[src/rtl/sdpp_pkg.sv]
// Shared types, constants and helpers for the sensor delta pair packer.
`default_nettype none

package sdpp_pkg;

   // Live width of the running data set count
   localparam int COUNT_WIDTH = 20;

   // Port field widths
   localparam int OP_W    = 2;
   localparam int SAMP_W  = 16;
   localparam int CNT_W   = 20;
   localparam int ADDR_W  = 21;
   localparam int DATA_W  = 32;
   localparam int POS_W   = 20;
   localparam int MODE_W  = 14;

   // Delta field widths inside a packed set
   localparam int TDELTA_W = 9;
   localparam int PDELTA_W = 7;
   localparam int SET_W    = TDELTA_W + PDELTA_W;

   // Mask applied to the incoming count
   localparam logic [CNT_W-1:0] COUNT_MASK =
      (COUNT_WIDTH >= CNT_W) ? {CNT_W{1'b1}}
                             : CNT_W'((64'd1 << COUNT_WIDTH) - 64'd1);

   typedef enum logic [OP_W-1:0] {
      OP_START   = 2'd0,
      OP_RECORD  = 2'd1,
      OP_FLUSH   = 2'd2,
      OP_ADVANCE = 2'd3
   } op_type;

   typedef enum logic [1:0] {
      MODE_UNSET = 2'd0,
      MODE_ONE   = 2'd1,
      MODE_TWO   = 2'd2,
      MODE_WIDE  = 2'd3
   } mode_type;

   localparam logic [MODE_W-1:0] MODE_WIDE_VALUE = MODE_W'(8192);

   // One result word as it leaves the block
   typedef struct packed {
      logic              write_enable;
      logic [ADDR_W-1:0] word_address;
      logic [DATA_W-1:0] word_data;
      logic              word_sent;
      logic [POS_W-1:0]  latest_position;
      logic [MODE_W-1:0] storage_mode;
      logic              last_result;
   } result_type;

   // Storage interval shown for a mode code
   function automatic logic [MODE_W-1:0] mode_value(input mode_type code);
      logic [MODE_W-1:0] val;
      case (code)
         MODE_ONE:  val = MODE_W'(1);
         MODE_TWO:  val = MODE_W'(2);
         MODE_WIDE: val = MODE_WIDE_VALUE;
         default:   val = '0;
      endcase
      return val;
   endfunction

   // Byte address of the word that holds data set 'count'
   function automatic logic [ADDR_W-1:0] addr_of(input logic [CNT_W-1:0] count);
      logic [CNT_W-1:0] c;
      c = count & COUNT_MASK;
      return {c[CNT_W-1:1], 2'b00};
   endfunction

endpackage

`default_nettype wire

[src/rtl/sdpp_engine.sv]
// Per-request compute: delta packing, reference tracking and mode stepping.
`default_nettype none

module sdpp_engine
   import sdpp_pkg::*;
(
   input  wire logic              clock,
   input  wire logic              reset,
   input  wire logic              issue,
   input  wire logic [OP_W-1:0]   operation,
   input  wire logic [SAMP_W-1:0] temperature,
   input  wire logic [SAMP_W-1:0] pressure,
   input  wire logic [CNT_W-1:0]  sample_count,
   output result_type             first_res,
   output result_type             second_res,
   output logic                   two_results
);

   logic [SAMP_W-1:0] last_temp_ff, last_temp_in;
   logic [SAMP_W-1:0] last_pres_ff, last_pres_in;
   logic [SET_W-1:0]  held_set_ff, held_set_in;
   logic              held_valid_ff, held_valid_in;
   mode_type          mode_ff, mode_in;

   logic [CNT_W-1:0]    count_m;
   logic [CNT_W-1:0]    count_next;
   logic [TDELTA_W-1:0] tdelta;
   logic [PDELTA_W-1:0] pdelta;
   logic [SET_W-1:0]    new_set;
   logic [SAMP_W-1:0]   tdelta_sx;
   logic [SAMP_W-1:0]   pdelta_sx;

   // Wrapped deltas and their sign extension
   always_comb begin
      count_m    = sample_count & COUNT_MASK;
      count_next = (sample_count + CNT_W'(1)) & COUNT_MASK;
      tdelta     = TDELTA_W'(temperature - last_temp_ff);
      pdelta     = PDELTA_W'(pressure - last_pres_ff);
      new_set    = {pdelta, tdelta};
      tdelta_sx  = {{(SAMP_W-TDELTA_W){tdelta[TDELTA_W-1]}}, tdelta};
      pdelta_sx  = {{(SAMP_W-PDELTA_W){pdelta[PDELTA_W-1]}}, pdelta};
   end

   // Next state and results for the request at the head of the input register
   always_comb begin
      last_temp_in  = last_temp_ff;
      last_pres_in  = last_pres_ff;
      held_set_in   = held_set_ff;
      held_valid_in = held_valid_ff;
      mode_in       = mode_ff;
      two_results   = 1'b0;
      first_res     = '0;
      second_res    = '0;

      case (op_type'(operation))
         OP_START: begin
            last_temp_in  = temperature;
            last_pres_in  = pressure;
            held_valid_in = 1'b0;
            mode_in       = MODE_ONE;
            two_results   = 1'b1;
            first_res.write_enable  = 1'b1;
            first_res.word_address  = addr_of(count_m);
            first_res.word_data     = DATA_W'(mode_value(MODE_ONE));
            second_res.write_enable = 1'b1;
            second_res.word_address = addr_of(count_next);
            second_res.word_data    = {pressure, temperature};
            second_res.last_result  = 1'b1;
         end
         OP_RECORD: begin
            last_temp_in = last_temp_ff + tdelta_sx;
            last_pres_in = last_pres_ff + pdelta_sx;
            if (held_valid_ff) begin
               held_valid_in          = 1'b0;
               first_res.write_enable = 1'b1;
               first_res.word_address = addr_of(count_m);
               first_res.word_data    = {held_set_ff, new_set};
               first_res.word_sent    = 1'b1;
            end else begin
               held_set_in   = new_set;
               held_valid_in = 1'b1;
            end
            first_res.last_result = 1'b1;
         end
         OP_FLUSH: begin
            // held flag intentionally stays set
            if (held_valid_ff) begin
               first_res.write_enable    = 1'b1;
               first_res.word_address    = addr_of(count_m);
               first_res.word_data       = {held_set_ff, {SET_W{1'b0}}};
               first_res.latest_position = POS_W'(count_m);
            end else begin
               first_res.latest_position =
                  POS_W'((sample_count - CNT_W'(1)) & COUNT_MASK);
            end
            first_res.last_result = 1'b1;
         end
         OP_ADVANCE: begin
            mode_in = (mode_ff == MODE_ONE) ? MODE_TWO : MODE_WIDE;
            first_res.last_result = 1'b1;
         end
         default: begin
            first_res.last_result = 1'b1;
         end
      endcase

      first_res.storage_mode  = mode_value(mode_in);
      second_res.storage_mode = mode_value(mode_in);
   end

   // State registers, updated when a request issues
   always_ff @(posedge clock) begin
      if (reset) begin
         last_temp_ff  <= '0;
         last_pres_ff  <= '0;
         held_set_ff   <= '0;
         held_valid_ff <= 1'b0;
         mode_ff       <= MODE_UNSET;
      end else if (issue) begin
         last_temp_ff  <= last_temp_in;
         last_pres_ff  <= last_pres_in;
         held_set_ff   <= held_set_in;
         held_valid_ff <= held_valid_in;
         mode_ff       <= mode_in;
      end
   end

endmodule

`default_nettype wire

[src/rtl/sdpp_outbuf.sv]
// Result register with a second slot for the two-word start request.
`default_nettype none

module sdpp_outbuf
   import sdpp_pkg::*;
(
   input  wire logic        clock,
   input  wire logic        reset,
   input  wire logic        load,
   input  wire result_type  first_res,
   input  wire result_type  second_res,
   input  wire logic        two_results,
   input  wire logic        rsp_stall,
   output logic             rsp_valid,
   output result_type       rsp_res,
   output logic             can_load
);

   logic       out_valid_ff, out_valid_in;
   logic       pend_valid_ff, pend_valid_in;
   result_type out_ff, out_in;
   result_type pend_ff, pend_in;
   logic       take;

   // Room for a new request once the pending word is gone and the output drains
   assign take     = out_valid_ff && !rsp_stall;
   assign can_load = !pend_valid_ff && (!out_valid_ff || !rsp_stall);

   always_comb begin
      out_valid_in  = out_valid_ff;
      pend_valid_in = pend_valid_ff;
      out_in        = out_ff;
      pend_in       = pend_ff;
      if (load) begin
         out_valid_in  = 1'b1;
         out_in        = first_res;
         pend_valid_in = two_results;
         pend_in       = second_res;
      end else if (take) begin
         if (pend_valid_ff) begin
            out_in        = pend_ff;
            pend_valid_in = 1'b0;
         end else begin
            out_valid_in = 1'b0;
         end
      end
   end

   // Valid flags
   always_ff @(posedge clock) begin
      if (reset) begin
         out_valid_ff  <= 1'b0;
         pend_valid_ff <= 1'b0;
      end else begin
         out_valid_ff  <= out_valid_in;
         pend_valid_ff <= pend_valid_in;
      end
   end

   // Payload
   always_ff @(posedge clock) begin
      out_ff  <= out_in;
      pend_ff <= pend_in;
   end

   assign rsp_valid = out_valid_ff;
   assign rsp_res   = out_ff;

endmodule

`default_nettype wire

[src/rtl/sensor_delta_pair_packer_top.sv]
// Top level of the sensor delta pair packer.
//
// Requests enter on req_* (valid/stall) and carry an operation, a sample pair
// and the running data set count. Results leave on rsp_* (valid/stall), one per
// request, two for a start request; rsp_last_result marks the final one.
// A request is taken into an input register, then passes through the compute
// logic into the result register, from which its first result is shown. One
// request per cycle is sustained while the receiver does not stall; a start
// request fills the pending slot too, and the next waits until it has drained.
// Reference samples, the held set and the storage mode are updated as the
// request moves from the input register into the result register.
// Reset clears the references and the held set, sets the mode to unset and
// empties both registers. While the receiver stalls, the shown result holds;
// the input register still takes one more request, then req_stall rises.
`default_nettype none

module sensor_delta_pair_packer_top
   import sdpp_pkg::*;
(
   input  wire logic              clock,
   input  wire logic              reset,
   input  wire logic              req_valid,
   output logic                   req_stall,
   input  wire logic [OP_W-1:0]   req_operation,
   input  wire logic [SAMP_W-1:0] req_temperature,
   input  wire logic [SAMP_W-1:0] req_pressure,
   input  wire logic [CNT_W-1:0]  req_sample_count,
   output logic                   rsp_valid,
   input  wire logic              rsp_stall,
   output logic                   rsp_write_enable,
   output logic [ADDR_W-1:0]      rsp_word_address,
   output logic [DATA_W-1:0]      rsp_word_data,
   output logic                   rsp_word_sent,
   output logic [POS_W-1:0]       rsp_latest_position,
   output logic [MODE_W-1:0]      rsp_storage_mode,
   output logic                   rsp_last_result
);

   logic              in_valid_ff;
   logic [OP_W-1:0]   op_ff;
   logic [SAMP_W-1:0] temp_ff;
   logic [SAMP_W-1:0] pres_ff;
   logic [CNT_W-1:0]  count_ff;
   logic              accept;
   logic              issue;
   logic              can_load;
   logic              two_results;
   result_type        first_res;
   result_type        second_res;
   result_type        rsp_res;

   // Handshake
   assign issue     = in_valid_ff && can_load;
   assign req_stall = in_valid_ff && !issue;
   assign accept    = req_valid && !req_stall;

   // Input register
   always_ff @(posedge clock) begin
      if (reset) begin
         in_valid_ff <= 1'b0;
      end else if (accept) begin
         in_valid_ff <= 1'b1;
      end else if (issue) begin
         in_valid_ff <= 1'b0;
      end
   end

   always_ff @(posedge clock) begin
      if (accept) begin
         op_ff    <= req_operation;
         temp_ff  <= req_temperature;
         pres_ff  <= req_pressure;
         count_ff <= req_sample_count;
      end
   end

   sdpp_engine u_engine (
      .clock        (clock),
      .reset        (reset),
      .issue        (issue),
      .operation    (op_ff),
      .temperature  (temp_ff),
      .pressure     (pres_ff),
      .sample_count (count_ff),
      .first_res    (first_res),
      .second_res   (second_res),
      .two_results  (two_results)
   );

   sdpp_outbuf u_outbuf (
      .clock       (clock),
      .reset       (reset),
      .load        (issue),
      .first_res   (first_res),
      .second_res  (second_res),
      .two_results (two_results),
      .rsp_stall   (rsp_stall),
      .rsp_valid   (rsp_valid),
      .rsp_res     (rsp_res),
      .can_load    (can_load)
   );

   // Result fields
   assign rsp_write_enable    = rsp_res.write_enable;
   assign rsp_word_address    = rsp_res.word_address;
   assign rsp_word_data       = rsp_res.word_data;
   assign rsp_word_sent       = rsp_res.word_sent;
   assign rsp_latest_position = rsp_res.latest_position;
   assign rsp_storage_mode    = rsp_res.storage_mode;
   assign rsp_last_result     = rsp_res.last_result;

endmodule

`default_nettype wire

[config.mk]
export PLATFORM = sky130hd
export DESIGN_NAME = sensor_delta_pair_packer_top
export DESIGN_NICKNAME = d
export VERILOG_FILES = /design/src/rtl/sdpp_pkg.sv /design/src/rtl/sdpp_engine.sv /design/src/rtl/sdpp_outbuf.sv /design/src/rtl/sensor_delta_pair_packer_top.sv
export SDC_FILE = /design/constraint.sdc
export NUM_CORES = 1
export LEC_CHECK = 0
export ABC_AREA = 1
export BUFFER_PORTS_ARGS = -buffer_cell sky130_fd_sc_hd__buf_4
export CAP_MARGIN = 20
export CORE_AREA = 2 2 151 153
export CTS_CLUSTER_DIAMETER = 150
export DETAILED_ROUTE_END_ITERATION = 10
export DIE_AREA = 0 0 153 155
export PLACE_DENSITY = 0.85
export SYNTH_ARGS = -nofsm -noshare
export SYNTH_HDL_FRONTEND = slang
export SYNTH_HIERARCHICAL = 1
export SYNTH_SLANG_ARGS = --single-unit
[constraint.sdc]
create_clock -name clock -period 15.8 [get_ports clock]
set_input_delay 3.16 -clock clock [delete_from_list [all_inputs] [get_ports clock]]
set_output_delay 3.16 -clock clock [all_outputs]
set_load 0.05 [all_outputs]
==> flow_metrics.tcl, run 1 <==
set metrics [dict create \
    status "completed" \
    synth_edf_count 234 \
    cpMostUsedCell "buf_4" \
    mostFrequentLayoutCell "nand2_1" \
    num_vias 9412 \
    cts_buffers 28 \
    area_growth_syn_to_layout_pct 15.1 \
    wl_per_cell_um 16.0 \
    die_h_um 155 \
    cp_max_fo 3 \
    firstDrtPassIters 5 \
    worst_pin_slew_ps 1030 \
    yosysUniqueCellTypes 45 \
    ctsResizeCount 0 \
    initial_utilization_pct 59.0 \
    synthArstFlopShare_pct 0 \
    required_ps 12640 \
    finalHoldViolations 0 \
    crit_family "buffers and inverters" \
    cp-start-kind "input port" \
    die_w_um 153 \
    ant_nets 0 \
    clkTransAtPathRegs_ps 50 \
    viasPerCell 5.23 \
    crit_type "input port to primary output" \
    drt-initial-drc-count 698 \
    fmax_ghz 0.142 \
    synthMuxAreaShare_pct 0 \
    maxCapViolations 0 \
    grt_pass1_wl_mm 45.0 \
    cp_cell_sequence "buf_4 > a21oi_1 > inv_1 > nand2_2 > inv_2 > buf_4" \
    yosysTopAreaCell "edfxtp_1" \
    p_leak_uw 0.00673 \
    cts_tree "done" \
    synthSimpleGateAreaFrac_pct 18.9 \
    ys_ff_latch 272 \
    antenna_found_initial 0 \
    ios 150 \
    avgSynthCellArea_um2 9.65 \
    nets 1586 \
    grt_overflow_total 0 \
    grt_start_max_net_pins 95 \
    yosysSeqAreaShare_pct 59.4 \
    clockBufferDepth 3 \
    portBuffers 149 \
    tns_ps 0 \
    synth_xor_area_share_pct 1.67 \
    dp_hpwl_mm 18.6 \
    slew_headroom_pct 31.1 \
    p_per_area_nw_per_um2 118 \
    hold_depth 2 \
    synthAdderAreaFrac_pct 3.76 \
    clock-sinks 272 \
    synthFlopType "edfxtp_1" \
    cp-end-kind "primary output" \
    peakVddDrop_mv 0.0923 \
    n_antenna_cell 0 \
    finalClockSkew_ps 25.9 \
    setup_viol 0 \
    drive_above_1_share_pct 15.5 \
    layout_common_cells "nand2_1 (416), edfxtp_1 (234), inv_1 (162)" \
    post-route-min-period_ps 7040 \
    coreArea_um2 22200 \
    synth_top_family_by_area "simple AND/OR/NAND/NOR gates" \
    cp_num_buf_inv 4 \
    pre_cts_slack_ps 8740 \
    grt_pass1_vias 9032 \
    fin_crit_sh_pct 44.6 \
    cp_slowest_cell "a21oi_1" \
    arrival_ps 3880 \
    netlist_instances 1359 \
    netlist.area_leader.share_pct 53.6 \
    synth.area.top_cells "edfxtp_1 (54%), nand2_1 (12%), dfxtp_1 (5.8%)" \
    ctsHoldBuffers 0 \
    cts_setup_buffers 0 \
    rsz0062_at_grt "false" \
    grt_use_total_pct 23.7 \
    setup_ws_ps 8760 \
    synth_area_um2 13100 \
    slew_viol_final 0 \
    h-tree-depth 1 \
    hold_path.class "register to register" \
    die_area_um2 23700 \
    r2r_cells 20 \
    gp_congestion 0.917 \
    cp_num_cells 6 \
    cp_slowest_stage_delay_ps 220 \
    yosysWarnings 6 \
    clock_latency_ps 550 \
    synth_compound_area_share_pct 6.03 \
    rows 55 \
    drc 0 \
    root_buffer "clkbuf_16" \
    nFillCells 1653 \
    drt_wl_total_mm 28.7 \
]
[Yosys cell counts (15+ instances only)]
master    count
buf_4        56
nor2_1      102
dfxtp_1      38
nand2_1     417
o21ai_0      63
inv_1       163
a21oi_1      76
nand3_1      32
edfxtp_1    234
xor2_1       20
clkbuf_1     15
ha_1         33
[path summary, 6_finish.rpt]
check / end / slack (ps) / from
hold reg to reg: u_engine/last_temp_ff[2]$_SDFFE_PP0P_ / 490 / u_engine/last_temp_ff[2]$_SDFFE_PP0P_
hold / removal: u_engine/last_temp_ff[2]$_SDFFE_PP0P_ / 490 / u_engine/last_temp_ff[2]$_SDFFE_PP0P_
setup reg to reg: u_engine/last_temp_ff[8]$_SDFFE_PP0P_ / 12550 / temp_ff[0]$_DFFE_PP_
setup / recovery: req_stall / 8760 / rsp_stall
[area by class of cell]
class	instances	area, um^2	area share, %
timing repair buffer	155	1180	7.84
multi-input combinational	862	4180	27.7
clock inverter	11	120	0.796
sequential	272	7790	51.6
tap	285	357	2.36
inverter	172	653	4.33
clock buffer	41	810	5.37
[state kept, by name, indices dropped and copies added (netlist names)]
name,flops
u_outbuf/pend_ff,90
u_outbuf/rsp_res,90
count_ff,20
pres_ff,16
temp_ff,16
u_engine/held_set_ff,16
u_engine/last_temp_ff,9
u_engine/last_pres_ff,7
op_ff,2
u_engine/mode_ff,2
in_valid_ff,1
u_engine/held_valid_ff,1
u_outbuf/pend_valid_ff,1
u_outbuf/rsp_valid,1
[kinds of logic (layout without fill, tap and decap cells)]
logic type | Yosys count | after routing
flops | 272 | 272
other cells | 1 | 47
xor+xnor | 25 | 25
compound gates | 152 | 152
simple gates | 601 | 601
fa+ha+maj | 37 | 37
buf+inv | 271 | 379
[power breakdown]
part	switching, uW	internal, uW	total [uW]	leakage [uW]
sequential	24.0	836	860	0.00253
clock	269	388	656	0.000453
combinational	186	76.8	263	0.00374
[worst register-to-register path: cells and delay by family, from the launching register on]
family / cells / cell delay, ps
fa+ha+maj: 3 / 1070
simple gates: 10 / 920
flops: 1 / 400
buf+inv: 4 / 360
xor+xnor: 1 / 190
compound gates: 2 / 150
[metrics by stage]
step / total power (uW) / util (%) / hold slack, ps / cells / cell area [um^2]
final: 1780 / 67.9 / 493 / 1798 / 15100
after global routing: 1850 / 67.9 / 517 / 1798 / 15100
after floorplan: 1070 / - / 461 / 1405 / 13300
after global placement: 1120 / 63.6 / 473 / 1745 / 14100
after detailed placement: 1130 / 63.6 / 483 / 1745 / 14100
after CTS: 1790 / 67.8 / 492 / 1797 / 15100
[layer usage]
| metal | share of wire, % | wire (um) | global-route usage, % |
|---|---|---|---|
| met1 | 39 | 11100 | 29.6 |
| met2 | 51 | 14700 | 42.1 |
| met3 | 6.7 | 1920 | 3.23 |
| met4 | 3.3 | 937 | 9.44 |
| met5 | 0 | 0 | 0 |
No activity file was read; power rests on OpenSTA's default activity.
==> inputs of run 2 (changes only) <==
- CORE_AREA: 2 2 151 153 -> 2 2 159 161
- DIE_AREA: 0 0 153 155 -> 0 0 161 163
- PLACE_DENSITY: 0.85 -> 0.81
- clock period: 15.8 -> 6.4 ns (I/O delays scaled with it)
==> run 2 against run 1 <==
Against the previous run:
- non-clock buffer count is 1 higher
- sequential share of layout area is 0.15 points lower
- final cell count is 2.6% higher
- flip-flop and latch count unchanged
- clock-buffer cell count down 8
- cell area increased by 0.29%
- utilization decreased by 6.6 points
- clock skew decreased by 10 ps
==> flow_metrics.tcl, run 2 (synthesis gave the netlist of run 1 again) <==
set metrics [dict create \
    finalClockSkew_ps 15.7 \
    drc 0 \
    ctsHoldBuffers 0 \
    tns_ps 0 \
    die_h_um 163 \
    area_growth_syn_to_layout_pct 15.4 \
    h-tree-depth 1 \
    cp_max_fo 88 \
    placed_area_um2 14200 \
    gp_congestion 0.921 \
    clkTransAtPathRegs_ps 60 \
    required_ps 6590 \
    switching_share_pct 27.5 \
    num_vias 9252 \
    cp-end-kind "register" \
    arrival_ps 3600 \
    crit_family "buffers and inverters" \
    p_per_area_nw_per_um2 289 \
    peakVddDrop_mv 0.234 \
    clock_power_share_pct 36.6 \
    hold_path.class "register to register" \
    grt_overflow_total 0 \
    cts_tree "done" \
    regToRegStartpoint "temp_ff[0]$_DFFE_PP_" \
    slew_headroom_pct 30.4 \
    r2r_slack_ps 3120 \
    ant_nets 0 \
    maxCapViolations 0 \
    cp_slowest_cell "nand2_4" \
    cp_num_buf_inv 4 \
    r2r_cells 17 \
    clockBufferDepth 3 \
    fmax_ghz 0.293 \
    cp_num_cells 7 \
    grt_pass1_wl_mm 44.3 \
    rsz0062_at_grt "false" \
    fin_area_um2 15100 \
    die_w_um 161 \
    r2r_end "u_engine/last_temp_ff[7]$_SDFFE_PP0P_" \
    root_buffer "clkbuf_16" \
    combPwrFrac_pct 14.8 \
    wl_per_cell_um 15.4 \
    dp_hpwl_mm 19.0 \
    antenna_found_initial 0 \
    worst_pin_slew_ps 1040 \
    crit_type "input port to register" \
    portBuffers 149 \
    firstDrtPassIters 5 \
    seqPwrFrac_pct 48.7 \
    cp-start-kind "input port" \
    status "completed" \
    endpoint "u_outbuf/rsp_res[32]$_DFFE_PP_" \
    mostFrequentLayoutCell "nand2_1" \
    fin_util_pct 61.3 \
    rows 58 \
    initial_utilization_pct 53.1 \
    cp-startpoint "rsp_stall" \
    p_leak_uw 0.00672 \
    ctsResizeCount 0 \
    cp_cell_sequence "buf_4 > a21oi_1 > nand2_1 > inv_6 > inv_2 > nand2_4 > buf_4" \
    drive_above_1_share_pct 15.5 \
    coreArea_um2 24700 \
    slew_viol_final 0 \
    grt_use_total_pct 21.3 \
    clock-sinks 272 \
    n_antenna_cell 0 \
    fin_crit_sh_pct 53.3 \
    ios 150 \
    drt-initial-drc-count 966 \
    nets 1588 \
    post-route-min-period_ps 3410 \
    cpMostUsedCell "buf_4" \
    grt_pass1_vias 8819 \
    clock_latency_ps 560 \
    viasPerCell 5.01 \
    cp_slowest_stage_delay_ps 650 \
    setup_viol 0 \
    die_area_um2 26200 \
    layout_common_cells "nand2_1 (416), edfxtp_1 (234), inv_1 (162)" \
    p_int_uw 3170 \
    finalHoldViolations 0 \
    cts_setup_buffers 0 \
    grt_start_max_net_pins 101 \
    cts_buffers 29 \
    p_switching_uw 1200 \
    drt_wl_total_mm 28.3 \
]
## run 2: worst register-to-register path: stages, from the launching register on
cell and delay [ps]:
edfxtp_1 390, inv_1 70, ha_1 220, inv_1 100, fa_1 450, nand2_1 90
nand2_1 90, nand2_1 110, xor2_1 420, ha_1 370, a21oi_1 200, nor2_1 60
a211oi_1 240, nand2_1 90, nand2_1 70, nand3_1 60, nand2_1 80, a21oi_1 60
## run 2: per-stage QoR
stage / hold WS (ps) / setup WS (ps) / total power [uW] / instances
after floorplan: 461 / 317 / 2630 / 1405
after global placement: 474 / 2500 / 2780 / 1791
after detailed placement: 483 / 2400 / 2800 / 1791
after CTS: 495 / 2970 / 4390 / 1844
after global routing: 513 / 2780 / 4540 / 1845
final: 493 / 2990 / 4370 / 1845
## run 2: worst min-delay path by stage
stage                                                startpoint                               endpoint  cells past startpoint  slack (ps)
after floorplan             u_outbuf/pend_valid_ff$_SDFFE_PP0P_    u_outbuf/pend_valid_ff$_SDFFE_PP0P_                      2         460
after global placement    u_engine/last_temp_ff[2]$_SDFFE_PP0P_  u_engine/last_temp_ff[2]$_SDFFE_PP0P_                      2         470
after detailed placement    u_outbuf/pend_valid_ff$_SDFFE_PP0P_    u_outbuf/pend_valid_ff$_SDFFE_PP0P_                      2         480
after CTS                   u_outbuf/pend_valid_ff$_SDFFE_PP0P_    u_outbuf/pend_valid_ff$_SDFFE_PP0P_                      2         500
after global routing        u_outbuf/pend_valid_ff$_SDFFE_PP0P_    u_outbuf/pend_valid_ff$_SDFFE_PP0P_                      2         510
final                     u_engine/last_temp_ff[7]$_SDFFE_PP0P_  u_engine/last_temp_ff[7]$_SDFFE_PP0P_                      2         490
## run 2: cell type report
cell class	count	area (um^2)
fill	2028	9540
sequential	272	7790
multi-input combinational	862	4180
timing repair buffer	156	1190
clock buffer	33	741
inverter	172	653
tap	330	413
clock inverter	20	169
## run 2: power groups by stage
stage          Combinational, uW  Clock [uW]  Sequential (uW)
3_3_place_gp                 622           0             2160
3_5_place_dp                 639           0             2160
6_report                     645        1600             2130
5_1_grt                      706        1700             2140
4_1_cts                      642        1620             2130
2_1_floorplan                353           0             2280
## run 2: routing by layer
layer	GRT usage (%)	share of wire, %	wire [um]	up-vias
li1	-	-	-	4587
met5	0	0	0	-
met3	3.39	6.0	1710	56
met1	27.2	41	11800	4264
met2	37.6	50	14100	345
met4	6.49	2.8	801	0
